`src/rtl/lmfb_pkg.sv`:
```
`timescale 1ns / 1ps
// Shared types and constants for the LED matrix frame buffer driver.
// No dependencies.
package lmfb_pkg;

  localparam int MOD_CNT_W   = 2;
  localparam int ROW_CNT_W   = 3;
  localparam int STEP_W      = 3;
  localparam int SETUP_STEPS = 5;
  localparam int CFG_IDX_W   = 2;
  localparam int CFG_DATA_W  = 4;

  localparam logic [3:0] REG_DECODE    = 4'h9;
  localparam logic [3:0] REG_INTENSITY = 4'hA;
  localparam logic [3:0] REG_SCAN      = 4'hB;
  localparam logic [3:0] REG_SHUTDOWN  = 4'hC;
  localparam logic [3:0] REG_TEST      = 4'hF;
  localparam logic [7:0] SCAN_ALL      = 8'h07;
  localparam logic [7:0] NORMAL_OP     = 8'h01;
  localparam logic [7:0] MAX_LEVEL     = 8'd15;
  localparam logic [3:0] RESET_BRIGHT  = 4'd8;

  typedef enum logic [2:0] {
    CMD_DOT    = 3'd0,
    CMD_FILL   = 3'd1,
    CMD_UPDATE = 3'd2,
    CMD_BRIGHT = 3'd3,
    CMD_INIT   = 3'd4
  } cmd_e;

  typedef enum logic [CFG_IDX_W-1:0] {
    CFG_MIRROR_X = 2'd0,
    CFG_MIRROR_Y = 2'd1,
    CFG_DEF_BRI  = 2'd2
  } cfg_idx_e;

  typedef enum logic [2:0] {
    ST_IDLE,
    ST_EXEC,
    ST_SETUP,
    ST_ROWS,
    ST_BRIGHT
  } state_e;

  typedef enum logic [1:0] {
    SRC_SETUP,
    SRC_ROW,
    SRC_BRIGHT
  } src_e;

  typedef struct packed {
    logic                 load;
    logic                 dot_wr;
    logic                 fill_wr;
    logic                 clr_buf;
    logic                 emit;
    src_e                 src;
    logic [STEP_W-1:0]    step;
    logic [ROW_CNT_W-1:0] row;
    logic [MOD_CNT_W-1:0] mod;
    logic                 frame_end;
    logic                 last;
  } lmfb_ctrl_t;

  typedef struct packed {
    logic out_free;
    cmd_e cmd;
  } lmfb_status_t;

  function automatic logic [3:0] setup_addr(input logic [STEP_W-1:0] step);
    logic [3:0] a;
    case (step)
      3'd0:    a = REG_TEST;
      3'd1:    a = REG_DECODE;
      3'd2:    a = REG_SCAN;
      3'd3:    a = REG_INTENSITY;
      default: a = REG_SHUTDOWN;
    endcase
    return a;
  endfunction

  function automatic logic [7:0] setup_data(input logic [STEP_W-1:0] step,
                                            input logic [3:0] bright);
    logic [7:0] d;
    case (step)
      3'd0:    d = 8'h00;
      3'd1:    d = 8'h00;
      3'd2:    d = SCAN_ALL;
      3'd3:    d = {4'h0, bright};
      default: d = NORMAL_OP;
    endcase
    return d;
  endfunction

endpackage

```
`src/rtl/lmfb_if.sv`:
```
`timescale 1ns / 1ps
// Channel interfaces: command items in, register pairs out, config writes.
// Depends on lmfb_pkg for the config port widths.
interface lmfb_cmd_if;
  logic       valid;
  logic       ready;
  logic [2:0] cmd;
  logic [7:0] x_pos;
  logic [7:0] y_pos;
  logic       pixel_on;
  logic [7:0] level;
  modport source (output valid, cmd, x_pos, y_pos, pixel_on, level, input ready);
  modport sink   (input valid, cmd, x_pos, y_pos, pixel_on, level, output ready);
endinterface

interface lmfb_pair_if;
  logic       valid;
  logic       ready;
  logic [3:0] reg_addr;
  logic [7:0] reg_data;
  logic       frame_end;
  logic       last;
  modport source (output valid, reg_addr, reg_data, frame_end, last, input ready);
  modport sink   (input valid, reg_addr, reg_data, frame_end, last, output ready);
endinterface

interface lmfb_cfg_if import lmfb_pkg::*; ();
  logic                  valid;
  logic                  ready;
  logic [CFG_IDX_W-1:0]  index;
  logic [CFG_DATA_W-1:0] data;
  modport source (output valid, index, data, input ready);
  modport sink   (input valid, index, data, output ready);
endinterface

```
`src/rtl/led_matrix_frame_buffer_driver.sv`:
```
`timescale 1ns / 1ps
// Top level of the LED matrix frame buffer driver: sequencer plus datapath.
// Depends on lmfb_pkg, lmfb_if, lmfb_ctrl and lmfb_dp.
// One command item is taken at a time. Dot and fill items are captured,
// then written into the buffer. Update emits MODULES*ROWS pairs,
// brightness MODULES, init 5*MODULES + MODULES*ROWS, each pair
// leaving the single output register one per cycle while the sink keeps
// ready high; a sink stall holds the next pair back. The next
// item is taken in the cycle after the last pair is loaded into the output
// register. Config writes are always ready.
module led_matrix_frame_buffer_driver import lmfb_pkg::*; #(
  parameter int MODULES = 2,
  parameter int ROWS    = 8
) (
  input logic         clk_i,
  input logic         rst_ni,
  lmfb_cmd_if.sink    cmd_in,
  lmfb_pair_if.source pair_out,
  lmfb_cfg_if.sink    cfg_wr
);

  lmfb_ctrl_t   ctrl;
  lmfb_status_t status;
  logic         in_ready;

  assign cmd_in.ready = in_ready;

  lmfb_ctrl #(
    .MODULES (MODULES),
    .ROWS    (ROWS)
  ) u_ctrl (
    .clk_i      (clk_i),
    .rst_ni     (rst_ni),
    .in_valid_i (cmd_in.valid),
    .in_ready_o (in_ready),
    .status_i   (status),
    .ctrl_o     (ctrl)
  );

  lmfb_dp #(
    .MODULES (MODULES),
    .ROWS    (ROWS)
  ) u_dp (
    .clk_i       (clk_i),
    .rst_ni      (rst_ni),
    .cmd_i       (cmd_in.cmd),
    .x_pos_i     (cmd_in.x_pos),
    .y_pos_i     (cmd_in.y_pos),
    .pixel_on_i  (cmd_in.pixel_on),
    .level_i     (cmd_in.level),
    .cfg_valid_i (cfg_wr.valid),
    .cfg_index_i (cfg_wr.index),
    .cfg_data_i  (cfg_wr.data),
    .cfg_ready_o (cfg_wr.ready),
    .out_valid_o (pair_out.valid),
    .out_ready_i (pair_out.ready),
    .reg_addr_o  (pair_out.reg_addr),
    .reg_data_o  (pair_out.reg_data),
    .frame_end_o (pair_out.frame_end),
    .last_o      (pair_out.last),
    .ctrl_i      (ctrl),
    .status_o    (status)
  );

endmodule

```
`src/rtl/lmfb_ctrl.sv`:
```
`timescale 1ns / 1ps
// Command sequencer: dispatches items and walks the frame and module counters.
// Depends on lmfb_pkg.
module lmfb_ctrl import lmfb_pkg::*; #(
  parameter int MODULES = 2,
  parameter int ROWS    = 8
) (
  input  logic         clk_i,
  input  logic         rst_ni,
  input  logic         in_valid_i,
  output logic         in_ready_o,
  input  lmfb_status_t status_i,
  output lmfb_ctrl_t   ctrl_o
);

  localparam logic [MOD_CNT_W-1:0] MOD_LAST  = MOD_CNT_W'(MODULES - 1);
  localparam logic [ROW_CNT_W-1:0] ROW_LAST  = ROW_CNT_W'(ROWS - 1);
  localparam logic [STEP_W-1:0]    STEP_LAST = STEP_W'(SETUP_STEPS - 1);

  state_e               state_q, state_d;
  logic [MOD_CNT_W-1:0] mod_q, mod_d;
  logic [ROW_CNT_W-1:0] row_q, row_d;
  logic [STEP_W-1:0]    step_q, step_d;
  logic                 emit;
  logic                 mod_wrap;

  assign mod_wrap = (mod_q == MOD_LAST);
  assign emit = ((state_q == ST_SETUP) || (state_q == ST_ROWS) || (state_q == ST_BRIGHT))
                && status_i.out_free;

  always_ff @(posedge clk_i or negedge rst_ni) begin
    if (!rst_ni) begin
      state_q <= ST_IDLE;
      mod_q   <= '0;
      row_q   <= '0;
      step_q  <= '0;
    end else begin
      state_q <= state_d;
      mod_q   <= mod_d;
      row_q   <= row_d;
      step_q  <= step_d;
    end
  end

  always_comb begin
    state_d = state_q;
    case (state_q)
      ST_IDLE: begin
        if (in_valid_i) state_d = ST_EXEC;
      end
      ST_EXEC: begin
        case (status_i.cmd)
          CMD_UPDATE: state_d = ST_ROWS;
          CMD_BRIGHT: state_d = ST_BRIGHT;
          CMD_INIT:   state_d = ST_SETUP;
          default:    state_d = ST_IDLE;
        endcase
      end
      ST_SETUP: begin
        if (emit && mod_wrap && (step_q == STEP_LAST)) state_d = ST_ROWS;
      end
      ST_ROWS: begin
        if (emit && mod_wrap && (row_q == ROW_LAST)) state_d = ST_IDLE;
      end
      ST_BRIGHT: begin
        if (emit && mod_wrap) state_d = ST_IDLE;
      end
      default: state_d = ST_IDLE;
    endcase
  end

  always_comb begin
    mod_d  = mod_q;
    row_d  = row_q;
    step_d = step_q;
    if (state_q == ST_IDLE) begin
      mod_d  = '0;
      row_d  = '0;
      step_d = '0;
    end else if (emit) begin
      if (mod_wrap) begin
        mod_d = '0;
        if (state_q == ST_SETUP) begin
          step_d = (step_q == STEP_LAST) ? '0 : step_q + 1'b1;
        end
        if (state_q == ST_ROWS) begin
          row_d = (row_q == ROW_LAST) ? '0 : row_q + 1'b1;
        end
      end else begin
        mod_d = mod_q + 1'b1;
      end
    end
  end

  always_comb begin
    in_ready_o       = (state_q == ST_IDLE);
    ctrl_o.load      = in_valid_i && (state_q == ST_IDLE);
    ctrl_o.dot_wr    = (state_q == ST_EXEC) && (status_i.cmd == CMD_DOT);
    ctrl_o.fill_wr   = (state_q == ST_EXEC) && (status_i.cmd == CMD_FILL);
    ctrl_o.clr_buf   = (state_q == ST_SETUP);
    ctrl_o.emit      = emit;
    ctrl_o.step      = step_q;
    ctrl_o.row       = row_q;
    ctrl_o.mod       = mod_q;
    ctrl_o.frame_end = mod_wrap;
    ctrl_o.last      = mod_wrap && ((state_q == ST_BRIGHT)
                       || ((state_q == ST_ROWS) && (row_q == ROW_LAST)));
    case (state_q)
      ST_SETUP:  ctrl_o.src = SRC_SETUP;
      ST_BRIGHT: ctrl_o.src = SRC_BRIGHT;
      default:   ctrl_o.src = SRC_ROW;
    endcase
  end

`ifndef NO_ASSERTIONS
  a_emit_free: assert property (@(posedge clk_i) disable iff (!rst_ni)
    emit |-> status_i.out_free)
    else $error("pair emitted into a full output register");
  a_last_idle: assert property (@(posedge clk_i) disable iff (!rst_ni)
    (emit && ctrl_o.last) |=> (state_q == ST_IDLE))
    else $error("sequencer kept running after the last pair");
  a_last_wrap: assert property (@(posedge clk_i) disable iff (!rst_ni)
    (emit && ctrl_o.last) |-> (mod_q == MOD_LAST))
    else $error("last pair not at the end of a frame");
  a_mod_range: assert property (@(posedge clk_i) disable iff (!rst_ni)
    (mod_q <= MOD_LAST) && (row_q <= ROW_LAST))
    else $error("module or row counter out of range");
`endif

endmodule

```
`src/rtl/lmfb_dp.sv`:
```
`timescale 1ns / 1ps
// Datapath: item and config registers, frame buffer, dot address logic, pair output register.
// Depends on lmfb_pkg.
module lmfb_dp import lmfb_pkg::*; #(
  parameter int MODULES = 2,
  parameter int ROWS    = 8
) (
  input  logic                  clk_i,
  input  logic                  rst_ni,
  input  logic [2:0]            cmd_i,
  input  logic [7:0]            x_pos_i,
  input  logic [7:0]            y_pos_i,
  input  logic                  pixel_on_i,
  input  logic [7:0]            level_i,
  input  logic                  cfg_valid_i,
  input  logic [CFG_IDX_W-1:0]  cfg_index_i,
  input  logic [CFG_DATA_W-1:0] cfg_data_i,
  output logic                  cfg_ready_o,
  output logic                  out_valid_o,
  input  logic                  out_ready_i,
  output logic [3:0]            reg_addr_o,
  output logic [7:0]            reg_data_o,
  output logic                  frame_end_o,
  output logic                  last_o,
  input  lmfb_ctrl_t            ctrl_i,
  output lmfb_status_t          status_o
);

  localparam int BUF_LEN = MODULES * ROWS;
  localparam int DISP_W  = MODULES * 8;
  localparam int IDX_W   = (BUF_LEN > 1) ? $clog2(BUF_LEN) : 1;
  localparam logic signed [9:0] X_MAX = 10'(DISP_W - 1);
  localparam logic signed [9:0] X_LIM = 10'(DISP_W);
  localparam logic signed [9:0] Y_MAX = 10'(ROWS - 1);
  localparam logic signed [9:0] Y_LIM = 10'(ROWS);

  cmd_e       cmd_q;
  logic [7:0] x_q, y_q, level_q;
  logic       pixel_q;
  logic       mirror_x_q, mirror_y_q;
  logic [3:0] bright_q;

  logic [7:0] frame_q [BUF_LEN];

  logic       out_valid_q;
  logic [3:0] addr_q;
  logic [7:0] data_q;
  logic       fend_q, last_q;

  logic signed [9:0] xs, ys, xm, ym;
  logic              dot_ok;
  logic [IDX_W-1:0]  dot_idx, row_idx;
  logic [3:0]        bright_clamp;
  logic [3:0]        pair_addr;
  logic [7:0]        pair_data;

  assign cfg_ready_o       = 1'b1;
  assign status_o.out_free = !out_valid_q || out_ready_i;
  assign status_o.cmd      = cmd_q;

  always_ff @(posedge clk_i) begin
    if (ctrl_i.load) begin
      cmd_q   <= cmd_e'(cmd_i);
      x_q     <= x_pos_i;
      y_q     <= y_pos_i;
      pixel_q <= pixel_on_i;
      level_q <= level_i;
    end
  end

  always_ff @(posedge clk_i or negedge rst_ni) begin
    if (!rst_ni) begin
      mirror_x_q <= 1'b0;
      mirror_y_q <= 1'b0;
      bright_q   <= RESET_BRIGHT;
    end else if (cfg_valid_i) begin
      case (cfg_idx_e'(cfg_index_i))
        CFG_MIRROR_X: mirror_x_q <= cfg_data_i[0];
        CFG_MIRROR_Y: mirror_y_q <= cfg_data_i[0];
        CFG_DEF_BRI:  bright_q   <= cfg_data_i[3:0];
        default: ;
      endcase
    end
  end

  always_comb begin
    xs      = signed'({{2{x_q[7]}}, x_q});
    ys      = signed'({{2{y_q[7]}}, y_q});
    xm      = mirror_x_q ? (X_MAX - xs) : xs;
    ym      = mirror_y_q ? (Y_MAX - ys) : ys;
    dot_ok  = !xm[9] && (xm < X_LIM) && !ym[9] && (ym < Y_LIM);
    dot_idx = IDX_W'(int'(MODULES - 1) - int'(xm[4:3]) + int'(ym[2:0]) * MODULES);
    row_idx = IDX_W'(int'(ctrl_i.row) * MODULES + int'(ctrl_i.mod));
  end

  always_ff @(posedge clk_i or negedge rst_ni) begin
    if (!rst_ni) begin
      for (int i = 0; i < BUF_LEN; i++) frame_q[i] <= '0;
    end else begin
      for (int i = 0; i < BUF_LEN; i++) begin
        if (ctrl_i.clr_buf) begin
          frame_q[i] <= '0;
        end else if (ctrl_i.fill_wr) begin
          frame_q[i] <= {8{pixel_q}};
        end else if (ctrl_i.dot_wr && dot_ok && (dot_idx == IDX_W'(i))) begin
          frame_q[i][xm[2:0]] <= pixel_q;
        end
      end
    end
  end

  assign bright_clamp = (level_q > MAX_LEVEL) ? MAX_LEVEL[3:0] : level_q[3:0];

  always_comb begin
    case (ctrl_i.src)
      SRC_SETUP: begin
        pair_addr = setup_addr(ctrl_i.step);
        pair_data = setup_data(ctrl_i.step, bright_q);
      end
      SRC_BRIGHT: begin
        pair_addr = REG_INTENSITY;
        pair_data = {4'h0, bright_clamp};
      end
      default: begin
        pair_addr = 4'(ROWS - int'(ctrl_i.row));
        pair_data = frame_q[row_idx];
      end
    endcase
  end

  always_ff @(posedge clk_i or negedge rst_ni) begin
    if (!rst_ni) begin
      out_valid_q <= 1'b0;
    end else if (ctrl_i.emit) begin
      out_valid_q <= 1'b1;
    end else if (out_ready_i) begin
      out_valid_q <= 1'b0;
    end
  end

  always_ff @(posedge clk_i) begin
    if (ctrl_i.emit) begin
      addr_q <= pair_addr;
      data_q <= pair_data;
      fend_q <= ctrl_i.frame_end;
      last_q <= ctrl_i.last;
    end
  end

  assign out_valid_o = out_valid_q;
  assign reg_addr_o  = addr_q;
  assign reg_data_o  = data_q;
  assign frame_end_o = fend_q;
  assign last_o      = last_q;

endmodule
```
`src/flat_wrapper.sv`:
```
// flat-port wrapper written by rule: the top's interface ports become plain ports
module led_matrix_frame_buffer_driver_flat import lmfb_pkg::*;
#(
  parameter int MODULES = 2,
  parameter int ROWS    = 8
)
  (clk_i, rst_ni, cmd_in_valid, cmd_in_cmd, cmd_in_x_pos, cmd_in_y_pos, cmd_in_pixel_on, cmd_in_level, cmd_in_ready, pair_out_valid, pair_out_reg_addr, pair_out_reg_data, pair_out_frame_end, pair_out_last, pair_out_ready, cfg_wr_valid, cfg_wr_index, cfg_wr_data, cfg_wr_ready);
  lmfb_cmd_if cmd_in_i ();
  lmfb_pair_if pair_out_i ();
  lmfb_cfg_if cfg_wr_i ();
  input logic clk_i;
  input logic rst_ni;
  input wire logic [$bits(cmd_in_i.valid)-1:0] cmd_in_valid;
  input wire logic [$bits(cmd_in_i.cmd)-1:0] cmd_in_cmd;
  input wire logic [$bits(cmd_in_i.x_pos)-1:0] cmd_in_x_pos;
  input wire logic [$bits(cmd_in_i.y_pos)-1:0] cmd_in_y_pos;
  input wire logic [$bits(cmd_in_i.pixel_on)-1:0] cmd_in_pixel_on;
  input wire logic [$bits(cmd_in_i.level)-1:0] cmd_in_level;
  output wire logic [$bits(cmd_in_i.ready)-1:0] cmd_in_ready;
  output wire logic [$bits(pair_out_i.valid)-1:0] pair_out_valid;
  output wire logic [$bits(pair_out_i.reg_addr)-1:0] pair_out_reg_addr;
  output wire logic [$bits(pair_out_i.reg_data)-1:0] pair_out_reg_data;
  output wire logic [$bits(pair_out_i.frame_end)-1:0] pair_out_frame_end;
  output wire logic [$bits(pair_out_i.last)-1:0] pair_out_last;
  input wire logic [$bits(pair_out_i.ready)-1:0] pair_out_ready;
  input wire logic [$bits(cfg_wr_i.valid)-1:0] cfg_wr_valid;
  input wire logic [$bits(cfg_wr_i.index)-1:0] cfg_wr_index;
  input wire logic [$bits(cfg_wr_i.data)-1:0] cfg_wr_data;
  output wire logic [$bits(cfg_wr_i.ready)-1:0] cfg_wr_ready;
  assign cmd_in_i.valid = cmd_in_valid;
  assign cmd_in_i.cmd = cmd_in_cmd;
  assign cmd_in_i.x_pos = cmd_in_x_pos;
  assign cmd_in_i.y_pos = cmd_in_y_pos;
  assign cmd_in_i.pixel_on = cmd_in_pixel_on;
  assign cmd_in_i.level = cmd_in_level;
  assign cmd_in_ready = cmd_in_i.ready;
  assign pair_out_valid = pair_out_i.valid;
  assign pair_out_reg_addr = pair_out_i.reg_addr;
  assign pair_out_reg_data = pair_out_i.reg_data;
  assign pair_out_frame_end = pair_out_i.frame_end;
  assign pair_out_last = pair_out_i.last;
  assign pair_out_i.ready = pair_out_ready;
  assign cfg_wr_i.valid = cfg_wr_valid;
  assign cfg_wr_i.index = cfg_wr_index;
  assign cfg_wr_i.data = cfg_wr_data;
  assign cfg_wr_ready = cfg_wr_i.ready;
  led_matrix_frame_buffer_driver #(.MODULES(MODULES), .ROWS(ROWS)) u_core (.clk_i(clk_i), .rst_ni(rst_ni), .cmd_in(cmd_in_i), .pair_out(pair_out_i), .cfg_wr(cfg_wr_i));
endmodule
```
`config.mk`:
```
export PLATFORM = sky130hd
export DESIGN_NAME = led_matrix_frame_buffer_driver_flat
export DESIGN_NICKNAME = d
export VERILOG_FILES = /design/src/rtl/lmfb_pkg.sv /design/src/rtl/lmfb_if.sv /design/src/rtl/led_matrix_frame_buffer_driver.sv /design/src/rtl/lmfb_ctrl.sv /design/src/rtl/lmfb_dp.sv /design/src/flat_wrapper.sv
export SDC_FILE = /design/constraint.sdc
export NUM_CORES = 1
export LEC_CHECK = 0
export BUFFER_PORTS_ARGS = -buffer_cell sky130_fd_sc_hd__buf_4
export CAP_MARGIN = 5
export CELL_PAD_IN_SITES_DETAIL_PLACEMENT = 0
export CELL_PAD_IN_SITES_GLOBAL_PLACEMENT = 1
export CORE_UTILIZATION = 40
export DETAILED_ROUTE_END_ITERATION = 10
export PLACE_DENSITY = 0.71
export SYNTH_ARGS = -nofsm -noshare
export SYNTH_HDL_FRONTEND = slang
export SYNTH_HIERARCHICAL = 1
export SYNTH_SLANG_ARGS = --single-unit
```
`constraint.sdc`:
```
create_clock -name clk_i -period 3.1 [get_ports clk_i]
set_input_delay 0.62 -clock clk_i [delete_from_list [all_inputs] [get_ports clk_i]]
set_output_delay 0.62 -clock clk_i [all_outputs]
set_load 0.02 [all_outputs]
```
# Word level (Yosys, flattened, before mapping)
# Cells that the tools add are included.
[totals] input_bits=39 reg_bits=188 wordCells=254 out_inout_bits=17
[op_classes] n_mux=98 n_reduce_logical=71 n_addsub=9 eq_ne=36 n_lt_le_gt_ge=6 n_bitwise=1
[ops] operator="$mux 8" n=50
[ops] operator="$bwmux 8" n=16
[ops] operator="$reduce_bool 3->1" n=16
[ops] operator="$mux 3" n=14
[ops] operator="$bmux 8 s4" n=1
[ops] operator="$eq 4x4->1 const B" n=8
[ops] operator="$logic_and 1x1->1" n=30
[ops] operator="$mux 10" n=2
[ops] operator="$eq 3x2->1 const B" n=6
[ops] operator="$eq 4x3->1 const B" n=4
[ops] operator="$pmux 8 s2" n=1
[ops] operator="$pmux 3 s5" n=1
[ops] operator="$eq 3x3->1 const B" n=4
[ops] operator="$pmux 3 s4" n=1
[ops] operator="$pmux 4 s3" n=1
[ops] operator="$lt 10x5->1 const B" n=1
[ops] operator="$lt 10x6->1 const B" n=1
[ops] operator="$reduce_bool 2->1" n=5
[ops] operator="$eq 3x1->1 const B" n=3
[ops] operator="$logic_not 3->1" n=3
[ops] operator="$pmux 3 s3" n=1
[ops] operator="$sub 4x8->9 const A" n=1
[ops] operator="$sub 5x8->9 const A" n=1
[ops] operator="$eq 4x2->1 const B" n=2
[ops] operator="other kinds (30)" n=48

# Longest topological paths before layout
# Gate-level depths: netlist (run 1).
[logic_depth] ltp_word=11 ltp_mapped=11 mapped_depth_nobuf=9

# Cells and area by module
# The synthesis (run 1) kept the hierarchy.
[by_module_without_submodules] module="lmfb_dp" instances=1 area_per_inst_um2=11014.3 seq_area_each_um2=4640.7 cells_each=1051
[by_module_without_submodules] module="lmfb_ctrl" instances=1 area_per_inst_um2=788.3 seq_area_each_um2=275.3 cells_each=91

# Worst setup path after synthesis (run 1)
# No wires, ideal clock.
[synth_timing] path_type="flip-flop to flip-flop" start="register u_core.u_ctrl.state_q[0]" end="register u_core/u_dp/frame_q[32] (netlist name)" path_stages_with_launch=12 arrival_ns=2.714 t_required_ns=3.013 setup_slack_ns=0.299 period_less_slack_ns=2.801 n_path_buf=2 setup_ns=0.087 path_cell_list="dfrtp_1 -> buf_4 -> inv_2 -> nor4_1 -> nand2b_1 -> nor2_1 -> or3b_1 -> a221o_1 -> a2111oi_4 -> buf_6 -> nand4_1 -> o211ai_1"
[synth_lines] element="from (decl)" line_no="lmfb_ctrl.sv:20" text="state_e state_q, state_d;"
[synth_lines] element="from (signal assigned)" line_no="lmfb_ctrl.sv:38" text="state_q <= state_d;"
[synth_lines] element="to (signal, indexed assignment)" line_no="lmfb_dp.sv:104" text="frame_q[i] <= {8{pixel_q}};"
[synth_lines] element="to (signal, indexed assignment)" line_no="lmfb_dp.sv:106" text="frame_q[i][xm[2:0]] <= pixel_q;"
[synth_lines] element="to (decl)" line_no="lmfb_dp.sv:43" text="logic [7:0] frame_q [BUF_LEN];"

==> results of run 1 <==
-- final cells by class --
| class | count | share of cell area, % |
|---|---|---|
| clock buffers | 18 | 3.24 |
| inverters | 18 | 0.510 |
| clock inverters | 14 | 1.01 |
| repair buffers | 101 | 7.17 |
| well taps | 384 | 3.63 |
| multi-input cells | 834 | 47.3 |
| flip-flops and latches | 188 | 37.1 |
-- power breakdown --
group	internal, mW	switching, mW	leakage (nW)
registers	3.20	0.406	1.81
logic	2.45	4.20	2.53
clock network	1.13	1.07	0.263
total	6.78	5.67	4.61
-- cells in the final DEF, fill, tap and decap left out, types with 3 or more instances in the layout --
cell,n
nand4_1,130
o21ai_0,11
nor2b_1,7
and3b_1,6
xnor2_1,5
inv_1,16
and2_1,5
nand3_1,15
inv_6,4
dfrtp_1,144
ha_1,10
a21oi_1,139
mux2i_1,12
nor3_4,4
o21ai_1,9
xor2_1,5
o31ai_1,5
nand2b_1,9
or4_1,3
or4bb_1,4
clkbuf_16,17
or4b_1,3
a31oi_1,3
clkinvlp_4,4
nor2_1,52
o221a_2,3
nand3b_1,5
edfxtp_1,42
buf_4,85
nor3_1,3
nand2_1,168
o211ai_1,13
buf_12,15
mux2_2,6
mux4_2,36
o211ai_2,116
nand4b_1,4
-- worst register-to-register path: cells and delay by family, from the launching register on --
family,cells,cell delay [ps]
flip-flops,1,370
AO/OA/AOI/OAI,3,770
AND/OR/NAND/NOR,5,1240
buffers and inverters,2,360
-- logic make-up (layout without fill, tap and decap cells) --
kind of cell	Yosys count	count (layout)	share of synthesized area (%)
other cells	1	1	0.0318
fa+ha+maj	11	11	1.23
simple gates	443	443	20.1
compound gates	313	313	22.0
mux	54	54	8.46
flops	188	188	41.7
xor+xnor	12	12	0.954
buf+inv	120	151	5.60
-- worst max path at each step --
stage	from	slack, ps	depth (start not counted)	to
after global placement	u_core/u_ctrl/state_q[0]	260	10	u_core/u_dp/frame_q[33]
after detailed placement	u_core/u_dp/mirror_y_q	260	10	u_core/u_dp/frame_q[0]
final	u_core/u_ctrl/state_q[0]	230	10	u_core/u_dp/frame_q[112]
after floorplan	u_core/u_ctrl/state_q[0]	300	11	u_core/u_dp/frame_q[32]
after CTS	u_core/u_dp/y_q[0]	220	10	u_core/u_dp/frame_q[0]
after global routing	u_core/u_ctrl/state_q[0]	-6	10	u_core/u_dp/frame_q[79]
-- sequential cells by signal, indices dropped and copies added, names as in the netlist, 4 cells and up --
name / cells
u_core/u_dp/reg_addr_o: 4
u_core/u_dp/bright_q: 4
u_core/u_dp/level_q: 8
u_core/u_dp/frame_q: 128
u_core/u_dp/y_q: 8
u_core/u_dp/reg_data_o: 8
u_core/u_dp/x_q: 8
-- routing by layer --
metal  up-vias  track usage, %  wire (um)
li1       4398               -          -
met1      4823            31.5      15100
met2       283            37.4      16500
met3        45            3.90       1670
met4         0            6.29        495
met5         -               0          0
-- stage by stage --
step / TNS, ps / hold slack [ps]
finish: 0 / 184
floorplan: 0 / 324
CTS: 0 / 217
global placement: 0 / 498
global route: -9.70 / 234
detailed placement: 0 / 503
==> results.md, run 1 <==
* Wirelength, routed at ~34000 um
* Cell variety after synth at 65
* Reg-to-reg startpoint: u_core/u_ctrl/state_q[0]
* Worst R2R Path Depth at 10
* Footprint of the multi-input gates at about 6300 sq um
* H-tree Lvls at 4
* WP data required at around 3400 ps
* Synth warnings at 6
* CTS resizes at 0
* Normalized max-slew margin at about a third
* Total CTS buffers at 17
* Worst slack, placed at between 200 and 300 ps
* Ports at 56
* Die Y at around 170 um
* Ys flop type: dfrtp_1
* DP HPWL at ~21000 um
* Sequential area share after synthesis at about two fifths
* Clock Tree Buf Depth at 2
* Vias in the first global route at between 9000 and 10000
* Upper clock frequency limit at between 300 and 400 MHz
* Global-route wire length before repair at roughly 55000 um
* Pre-antenna DRT Iters at 5
* Fillers at 2742
* Leakage at roughly 4.6 nW
* Final hold vios at 0
* Via count at about 9500
* Placed cells at around 1500
* Slew of the pin with the lowest slew margin at about 1000 ps
* Slowest CP cell: or3b_1
* Pwr Total at 12.4 mW
* Synth top area cells: dfrtp_1 (31%), o211ai_2 (12%), edfxtp_1 (11%)
* Largest net degree at the start of global routing at 69
* CTS root buffer: clkbuf_16
* Core Util, Final at 45.9%
* Full die area at between 30000 and 40000 sq um
* Clock Sinks at around 190
* CTS tree: yes
* Tmin final at about 2900 ps
* Final #Nets at 1210
* Maximum VDD drop at between 0.4 and 0.5 mV
* Post-Place Cell Area at approximately 13000 sq um
* Crit path buf inv count at 2
* Delay-heaviest family, CP: simple AND/OR/NAND/NOR gates
* Layout cells sized above 1 at a little over a quarter
* Critical-path cell list: inv_2, nor4_1, nand2b_1, nor2_1, or3b_1, a221oi_1, o2111ai_1, nor3_4, buf_12, o211ai_1
* Final Non-Filler Cells at around 1600
* Gr ovfl total at 0
* PwrDens at ~940 nW/um^2
* Initial Util at ~40%
* Storage cell area at ~5000 sq um
* DRT antenna net count at 0
* Number of inserted diodes at 0
* CP startpoint kind: flop
* Top-count cell post-synth: nand2_1
* Clock insertion delay at the later pin of the skew report at between 400 and 500 ps
* WL/cell at approximately 22 um
* Post-synthesis cell area at roughly 12000 sq um
* Final Wtd Congestion at 0.785
* Synth Register Bits at 188
* CTS clk-pin slew, worst paths at around 70 ps
* Input/output buffers at 54
* Crit Path Category: reg -> reg
* Final worst-path cycle share at between 90% and 100%
* Max stage delay on crit path at 390 ps
* Die Wd at 174 um
* # rows at 62
* Area growth syn-to-layout at 12.3%
* Final setup fails at 0
* Number of synthesized flops with an enable pin at 42
* Cells after synthesis at 1142
* Final Slew Violations at 0
* Capturing point of the worst reg2reg path: u_core/u_dp/frame_q[112]
* Dominant cell type by area after synthesis: dfrtp_1
* DRT iter0 DRCs at around 710
* Cts hold-fix bufs at 0
* CP Max Fanout at 32
* Async S/R FF share, synth at 77.7%
* Max-cap violations at 0
* Core area at between 20000 and 30000 sq um
* WP data arrival at 3190 ps
* Post-CTS setup buffer count at 0
* Setup WS post-layout at 227 ps
* Crit. End Element: flop
* Mean Syn Cell Area at approximately 10 sq um
* Skew final at about 9 ps
* R2R Setup Slk at 230 ps
* RSZ-0062 raised after global routing: true
* DRC viols at 0
* Antenna violations before repair at 0
* Status: finished clean
* Area share of the largest cell type after synthesis at 30.7%
* Worst Hold Class: in -> async
* Total track usage at between 20 and 25%
* Post-route cell area at approximately 13000 sq um
* Vias per cell at 6.13
* Synth cell count leaders: nand2_1 (168), dfrtp_1 (145), a21oi_1 (139), nand4_1 (130), o211ai_2 (116)
* Syn_nets at approximately 1200
Power figures use the tool's default switching activity.
==> run 2, diff against run 1 <==
--- a/config.mk
+++ b/config.mk
@@ -9,6 +9,7 @@
 export CAP_MARGIN = 5
 export CELL_PAD_IN_SITES_DETAIL_PLACEMENT = 0
 export CELL_PAD_IN_SITES_GLOBAL_PLACEMENT = 1
+export CORE_ASPECT_RATIO = 1.5
 export CORE_UTILIZATION = 40
 export DETAILED_ROUTE_END_ITERATION = 10
 export PLACE_DENSITY = 0.71
==> results.md, run 2 (synthesized netlist as in run 1, its figures left out) <==
* Status: finished clean
* WP data required at 3430 ps (+20 ps)
* Layout cells sized above 1 at 27.6% (+0.31 points)
* Capturing point of the worst reg2reg path: u_core/u_dp/frame_q[89]
* DRT antenna net count at 0 (unchanged)
* CTS root buffer: clkbuf_16
* Final setup fails at 0 (unchanged)
* Clock Tree Buf Depth at 2 (unchanged)
* Setup_tns at 0 ps (unchanged)
* Input/output buffers at 54 (unchanged)
* CTS tree: yes
* Final hold vios at 0 (unchanged)
* Max FFs per register at 128 (unchanged)
* Ports at 56 (unchanged)
* Pre-antenna DRT Iters at 5 (unchanged)
* Core Util, Final at 45.9% (about the same)
* Skew final at 10.2 ps (+1.27 ps)
* Final Slew Violations at 0 (unchanged)
* Tmin final at 2860 ps (-9.99 ps)
* Slowest CP cell: or3b_1
* Via count at 9586 (+0.39%)
* Post-CTS setup buffer count at 0 (unchanged)
* Die Y at 212 um (+22%)
* Storage cell area at 4920 sq um (unchanged)
* Footprint of the multi-input gates at 6270 sq um (unchanged)
* Global-route wire length before repair at 57100 um (+4.7%)
* Pwr Total at 12.5 mW (+0.72%)
* DRC viols at 0 (unchanged)
* Final Non-Filler Cells at 1568 (+0.71%)
* Worst Hold Class: in -> async
* Total CTS buffers at 17 (unchanged)
* Area growth syn-to-layout at 12.5%
* Crit. End Element: flop
* Fillers at 2736 (-0.22%)
* Placed cells at 1536 (+0.72%)
* Largest net degree at the start of global routing at 129 (+87%)
* CP startpoint kind: flop
* DP HPWL at 22500 um (+6.3%)
* DRT iter0 DRCs at 785 (+11%)
* Initial Util at 40.8% (-0.071 points)
* Most frequent cells in the layout: nand2_1 (168), dfrtp_1 (144), a21oi_1 (139), nand4_1 (130), o211ai_2 (116)
* Slew of the pin with the lowest slew margin at 868 ps (-127 ps)
* Vias per cell at 6.11 (-0.32%)
* Clock insertion delay at the later pin of the skew report at 460 ps (+20 ps)
* # rows at 76 (+23%)
* Leakage at 4.64 nW (+0.64%)
* Most flop-heavy register: u_core/u_dp/frame_q
* Post-route cell area at 13300 sq um (+0.17%)
* Most common cell after layout, fill and taps aside: nand2_1
* Gr ovfl total at 0 (unchanged)
* Worst slack, placed at 312 ps (+53.7 ps)
* Post-Place Cell Area at 12700 sq um (+0.16%)
* Max stage delay on crit path at 380 ps (about the same)
* Full die area at 30200 sq um (about the same)
* CTS resizes at 0 (unchanged)
* Cts hold-fix bufs at 0 (unchanged)
* Final worst-path cycle share at 92.3% (-0.32 points)
* Reg-to-reg startpoint: u_core/u_ctrl/state_q[0]
* Setup WS post-layout at 237 ps (+9.99 ps)
* CP Max Fanout at 32 (unchanged)
* Crit Path Category: reg -> reg
* Normalized max-slew margin at 42.1% (+8.9 points)
* Die Wd at 142 um (-18%)
* Final Wtd Congestion at 0.840 (+7.0%)
* Number of inserted diodes at 0 (unchanged)
* Max-cap violations at 0 (unchanged)
* Core area at 28900 sq um (+0.17%)
* Worst R2R Path Depth at 10 (unchanged)
* Antenna violations before repair at 1 (+1)
* RSZ-0062 raised after global routing: false
* Vias in the first global route at 9894 (+3.3%)
* WL/cell at 22.9 um (+5.4%)
* Wirelength, routed at 35900 um (+6.1%)
* H-tree Lvls at 4 (unchanged)
* R2R Setup Slk at 240 ps (about the same)
* WP data arrival at 3190 ps (about the same)
* Total track usage at 25.1% (+2.1 points)
* Final #Nets at 1215 (+0.41%)
* Upper clock frequency limit at 349 MHz (+0.35%)
* CTS clk-pin slew, worst paths at 70 ps (about the same)
* Maximum VDD drop at 0.650 mV (+32%)
* PwrDens at 945 nW/um^2 (+0.55%)
* Critical-path cell list: inv_2, nor4_1, nand2b_1, nor2_1, or3b_1, a221oi_1, o2111ai_1, nor3_4, buf_12, o211ai_2
* Hold_ws at 155 ps (-28.4 ps)
* Clock Sinks at 188 (unchanged)
-- run 2: cell types whose count changed in the layout (fill, tap and decap cells not counted), sizes merged --
cell,previous run,this run
buf,101,106
clkinvlp,4,3
clkbuf,18,23
inv,24,20
-- run 2: final cells by class --
type / count / share of cell area [%]
flip-flops and latches: 188 / 37.0
repair buffers: 106 / 7.25
inverters: 18 / 0.509
clock buffers: 23 / 3.60
clock inverters: 9 / 0.660
well taps: 390 / 3.68
multi-input cells: 834 / 47.3
-- run 2: how the worst max path moves through the flow --
stage | startpoint | to
2_1_floorplan | u_core/u_ctrl/state_q[0] | u_core/u_dp/frame_q[32]
3_3_place_gp | u_core/u_ctrl/state_q[0] | u_core/u_dp/frame_q[1]
3_5_place_dp | u_core/u_ctrl/state_q[0] | u_core/u_dp/frame_q[1]
4_1_cts | u_core/u_ctrl/state_q[0] | u_core/u_dp/frame_q[89]
5_1_grt | u_core/u_ctrl/state_q[0] | u_core/u_dp/frame_q[71]
6_report | u_core/u_ctrl/state_q[0] | u_core/u_dp/frame_q[89]
-- run 2: where the power goes --
group          switching (mW)  total (mW)  internal [mW]
Combinational            4.25        6.74           2.49
Clock                    1.00        2.17           1.17
Sequential              0.422        3.63           3.21
-- run 2: routing by layer --
layer  wire, um  vias up  share of wire (%)  track usage [%]
li1           -     4406                  -                -
met1      14300     4844                 40             29.8
met2      19000      273                 53             45.2
met3       1460       63                4.1             3.51
met4       1100        0                3.1             9.83
met5          0        -                  0                0
-- run 2: worst max-delay path: cells and delay by family (launching register included) --
kind / cells / cell delay, ps
flip-flops: 1 / 370
AO/OA/AOI/OAI: 3 / 810
AND/OR/NAND/NOR: 5 / 1190
buffers and inverters: 2 / 350
